## src/rtl/lpc2cep_ram.sv

```systemverilog
`timescale 1ns / 1ps
`default_nettype none
// ----------------------------------------------------------------------------
// lpc2cep_ram
// simple dual-port synchronous ram, one write and one registered read port
// ----------------------------------------------------------------------------
module lpc2cep_ram #(
	parameter int DEPTH = 32,
	parameter int WIDTH = 32
) (
	input  wire logic                     clk,
	input  wire logic                     we,
	input  wire logic [$clog2(DEPTH)-1:0] waddr,
	input  wire logic [WIDTH-1:0]         wdata,
	input  wire logic [$clog2(DEPTH)-1:0] raddr,
	output logic      [WIDTH-1:0]         rdata
);

	logic [WIDTH-1:0] mem_q [DEPTH];
	logic [WIDTH-1:0] rdata_q;

	always_ff @(posedge clk) begin
		if (we) begin
			mem_q[waddr] <= wdata;
		end
		rdata_q <= mem_q[raddr];
	end

	assign rdata = rdata_q;

endmodule
`default_nettype wire

```

## config.mk

```make
export PLATFORM = sky130hd
export DESIGN_NAME = lpc2cep_ram
export DESIGN_NICKNAME = d
export VERILOG_FILES = /design/src/rtl/lpc2cep_ram.sv
export SDC_FILE = /design/constraint.sdc
export NUM_CORES = 1
export LEC_CHECK = 0
export ABC_AREA = 1
export BUFFER_PORTS_ARGS = -buffer_cell sky130_fd_sc_hd__buf_2
export CELL_PAD_IN_SITES_DETAIL_PLACEMENT = 2
export CELL_PAD_IN_SITES_GLOBAL_PLACEMENT = 2
export CORE_MARGIN = 5
export CORE_UTILIZATION = 47
export DETAILED_ROUTE_END_ITERATION = 16
export GPL_ROUTABILITY_DRIVEN = 0
export PLACE_DENSITY = 0.84
export SETUP_SLACK_MARGIN = 0.5
export SYNTH_ARGS = -nofsm -noshare
export SYNTH_HDL_FRONTEND = slang
export SYNTH_SLANG_ARGS = --single-unit
```

## constraint.sdc

```tcl
create_clock -name clk -period 7.1 [get_ports clk]
set_input_delay 1.775 -clock clk [delete_from_list [all_inputs] [get_ports clk]]
set_output_delay 1.775 -clock clk [all_outputs]
set_load 0.05 [all_outputs]
```

==> impl_metrics.xml <==
<?xml version="1.0" encoding="UTF-8"?>
<metrics>
  <group name="status">
    <metric name="status" unit="">complete, no violations</metric>
  </group>
  <group name="drt">
    <metric name="highest_layer" unit="">met5</metric>
    <metric name="antenna_violating_nets_post_route" unit="">0</metric>
    <metric name="via_count" unit="">30963</metric>
    <metric name="routed_via_density" unit="">6.42</metric>
    <metric name="wl" unit="um">173000</metric>
    <metric name="route.met3.wl" unit="um">13200</metric>
    <metric name="detailedRoute.firstPassIterationCount" unit="">6</metric>
    <metric name="detail_route.wirelength.met1" unit="um">61700</metric>
    <metric name="met2_length" unit="um">85200</metric>
    <metric name="detail_route.wl_per_cell" unit="um">35.8</metric>
    <metric name="remaining_drc_errors" unit="">0</metric>
    <metric name="initialDrtViolationCount" unit="">3411</metric>
  </group>
  <group name="clock_network">
    <metric name="cts_tree" unit="">done</metric>
    <metric name="worst_skew_pair.late_latency" unit="ns">0.69</metric>
    <metric name="clkSlewWorstSetupHoldPaths" unit="ns">0.07</metric>
    <metric name="tritoncts.num_buffers" unit="">110</metric>
    <metric name="clk_root_buffer_cell" unit="">sky130_fd_sc_hd__clkbuf_16</metric>
    <metric name="cts-htree-levels" unit="">3</metric>
    <metric name="post_cts.resized_instances" unit="">0</metric>
    <metric name="postCtsSetupRepairBufs" unit="">0</metric>
    <metric name="cts_sinks" unit="">1056</metric>
    <metric name="cts.path.max_buffers" unit="">3</metric>
    <metric name="cts.hold.buffers_added" unit="">0</metric>
  </group>
  <group name="hold_path">
    <metric name="hold_class" unit="">flop to flop</metric>
    <metric name="min_from" unit="">mem_q[2][12]</metric>
    <metric name="timing.hold.worst_endpoint" unit="">rdata[12]</metric>
    <metric name="hold_path_depth" unit="">8</metric>
  </group>
  <group name="run">
    <metric name="maxCapViolations" unit="">0</metric>
  </group>
  <group name="logic_synthesis">
    <metric name="synth_cell_types" unit="">14</metric>
    <metric name="synth.cell_area" unit="um2">42400</metric>
    <metric name="postSynthNetCount" unit="">3580</metric>
    <metric name="synthesis.yosys.warnings" unit="">0</metric>
    <metric name="ys_ff_latch" unit="">1056</metric>
    <metric name="yosysSeqAreaShare" unit="">0.740</metric>
    <metric name="syn_area_per_cell" unit="um2">12.0</metric>
    <metric name="synth_cells" unit="">3536</metric>
  </group>
  <group name="critical_path">
    <metric name="setup.worst_path.end_class" unit="">flop</metric>
    <metric name="type_of_the_setup_path_with_the_least_slack" unit="">input port to flop</metric>
    <metric name="crit_buf_inv" unit="">3</metric>
    <metric name="max_stage_delay" unit="ns">0.86</metric>
    <metric name="critPathRequiredTime" unit="ns">7.73</metric>
    <metric name="critical-path-top-cell-by-count" unit="">sky130_fd_sc_hd__nand2_1</metric>
    <metric name="crit_arrival" unit="ns">5.04</metric>
    <metric name="timing.critical_path.max_delay_family" unit="">buffers and inverters</metric>
    <metric name="regToRegEndpoint" unit="">rdata[27]</metric>
    <metric name="worstRegToRegCells" unit="">8</metric>
    <metric name="worstPathCellList" unit="">buf_8, inv_16, buf_4, nand2_1, nand3_1, nand3_1, nand2_1, nand2_1, nand2_1, nand2_1, nand2_1</metric>
    <metric name="critPathLaunch" unit="">raddr[0]</metric>
    <metric name="setup.reg_to_reg.worst_slack" unit="ns">5.51</metric>
    <metric name="critPathMaxFanout" unit="">282</metric>
    <metric name="start_kind" unit="">input port</metric>
    <metric name="cpMaxStageDelayCell" unit="">sky130_fd_sc_hd__inv_16</metric>
    <metric name="critical_path.reg2reg.startpoint" unit="">mem_q[11][27]</metric>
  </group>
  <group name="die">
    <metric name="initial_util" unit="">0.473</metric>
    <metric name="design.die.area" unit="um2">96300</metric>
    <metric name="die_h" unit="um">310</metric>
    <metric name="core.rowCount" unit="">110</metric>
    <metric name="die_w" unit="um">310</metric>
    <metric name="fp.coreArea" unit="um2">89700</metric>
    <metric name="num_io_pins" unit="">76</metric>
  </group>
  <group name="grt">
    <metric name="grt_max_degree" unit="">283</metric>
    <metric name="antenna_found_initial" unit="">6</metric>
    <metric name="first_global_vias" unit="">34045</metric>
    <metric name="wire_length_of_the_first_global_routing_pass" unit="um">245000</metric>
    <metric name="grt_use_total" unit="">0.356</metric>
    <metric name="globalRoute.totalOverflow" unit="">0</metric>
  </group>
  <group name="sta">
    <metric name="worst_pin_slew" unit="ns">1.35</metric>
    <metric name="rsz0062_at_grt" unit="">false</metric>
    <metric name="slew_viol_final" unit="">0</metric>
    <metric name="finalSetupViolCount" unit="">0</metric>
    <metric name="final.setup.tns" unit="ns">0</metric>
    <metric name="max_transition_margin" unit="">0.0980</metric>
    <metric name="clock_skew" unit="ns">0.0198</metric>
    <metric name="period_utilization" unit="">0.621</metric>
    <metric name="maxClockFrequency" unit="MHz">227</metric>
    <metric name="whs" unit="ns">0.821</metric>
    <metric name="timing_hold_violations_final" unit="">0</metric>
    <metric name="period_minus_slack" unit="ns">4.41</metric>
  </group>
  <group name="placed_design">
    <metric name="io_buffers" unit="">75</metric>
    <metric name="hpwl" unit="um">85200</metric>
  </group>
  <group name="layout">
    <metric name="fillers" unit="">8518</metric>
    <metric name="utilization" unit="">0.525</metric>
    <metric name="drive_above_1_share" unit="">0.0903</metric>
    <metric name="nNetsFinal" unit="">3599</metric>
    <metric name="multi_input_comb_area" unit="um2">9670</metric>
    <metric name="area.sequential" unit="um2">31400</metric>
    <metric name="area_delta_synth_final" unit="%">11.1</metric>
  </group>
  <group name="pwr">
    <metric name="fin_total_pwr" unit="W">0.0141</metric>
    <metric name="total_leakage_power" unit="nW">17.2</metric>
    <metric name="powerDensity" unit="nW/um2">299</metric>
    <metric name="vdd.ir_drop.worst" unit="mV">0.229</metric>
  </group>
</metrics>
-- placed cells by master, fill, tap and decap left out, drive strengths merged --
cell type  synthesis  routed
bufinv             0      10
nor2              32      32
inv               10       9
clkinvlp           0       2
clkbuf            24     154
dfxtp             32      32
nand3            780     780
buf              194     125
nand2           1440    1440
edfxtp          1024    1024
diode              0       3
clkinv             0      37
-- worst reg2reg max path, delay by kind of cell (launching register included) --
family        cells  cell delay [ns]
simple gates      8             1.04
flops             1             0.42
-- how the worst max path moves through the flow --
| stage | to | slack (ns) | depth (start not counted) |
|---|---|---|---|
| after floorplan | mem_q[0][0] | 3.25 | 3 |
| after global placement | rdata[15] | 2.43 | 11 |
| after detailed placement | rdata[4] | 2.30 | 11 |
| after CTS | rdata[22] | 2.82 | 11 |
| after global routing | rdata[4] | 2.65 | 11 |
| final | rdata[4] | 2.69 | 11 |
-- per-stage QoR --
step | cells | setup slack, ns | instance area, um2
2_1_floorplan | 3536 | 3.25 | 42400
3_3_place_gp | 4619 | 2.43 | 43400
5_1_grt | 4821 | 2.65 | 47100
3_5_place_dp | 4619 | 2.30 | 43400
4_1_cts | 4821 | 2.82 | 47100
6_report | 4824 | 2.69 | 47100
-- where the power goes --
group          internal (W)  switching (W)
combinational      0.000190       0.000794
clock               0.00351        0.00263
sequential          0.00693      0.0000491
total                0.0106        0.00348
-- routing by layer --
metal	up-vias	GRT usage
met5	-	0
met4	4	0.220
met3	650	0.0713
met2	1798	0.600
met1	16136	0.422
li1	12375	-
-- logic make-up after synthesis --
group,after synthesis,share of synthesized area
buf+inv,228,0.0374
flops,1056,0.740
simple gates,2252,0.222
-- flip-flops by register name, summed over array words and instances, names as in the netlist --
register  flops
rdata        32
mem_q      1024
-- synth_stat cells --
| library cell | instances | area (um2) |
|---|---|---|
| sky130_fd_sc_hd__inv_8 | 1 | 11.3 |
| sky130_fd_sc_hd__buf_1 | 18 | 67.6 |
| sky130_fd_sc_hd__nand2_1 | 1440 | 5410 |
| sky130_fd_sc_hd__inv_1 | 7 | 26.3 |
| sky130_fd_sc_hd__clkbuf_1 | 24 | 90.1 |
| sky130_fd_sc_hd__edfxtp_1 | 1024 | 30700 |
| sky130_fd_sc_hd__nor2_1 | 32 | 120 |
| sky130_fd_sc_hd__dfxtp_1 | 32 | 641 |
| sky130_fd_sc_hd__buf_2 | 83 | 415 |
| sky130_fd_sc_hd__buf_6 | 66 | 743 |
| sky130_fd_sc_hd__buf_8 | 3 | 45.0 |
| sky130_fd_sc_hd__buf_4 | 24 | 180 |
| sky130_fd_sc_hd__inv_2 | 2 | 7.51 |
| sky130_fd_sc_hd__nand3_1 | 780 | 3900 |
-- area by class of cell --
cell class / instances / share of cell area
flip-flops and latches: 1056 / 0.666
clock inverters: 48 / 0.0101
repair buffers: 125 / 0.0173
clock buffers: 154 / 0.0684
multi-input cells: 2252 / 0.205
inverters: 10 / 0.00143
well taps: 1176 / 0.0312
diodes: 3 / 0.000159
(Power assumes the default switching activity.)
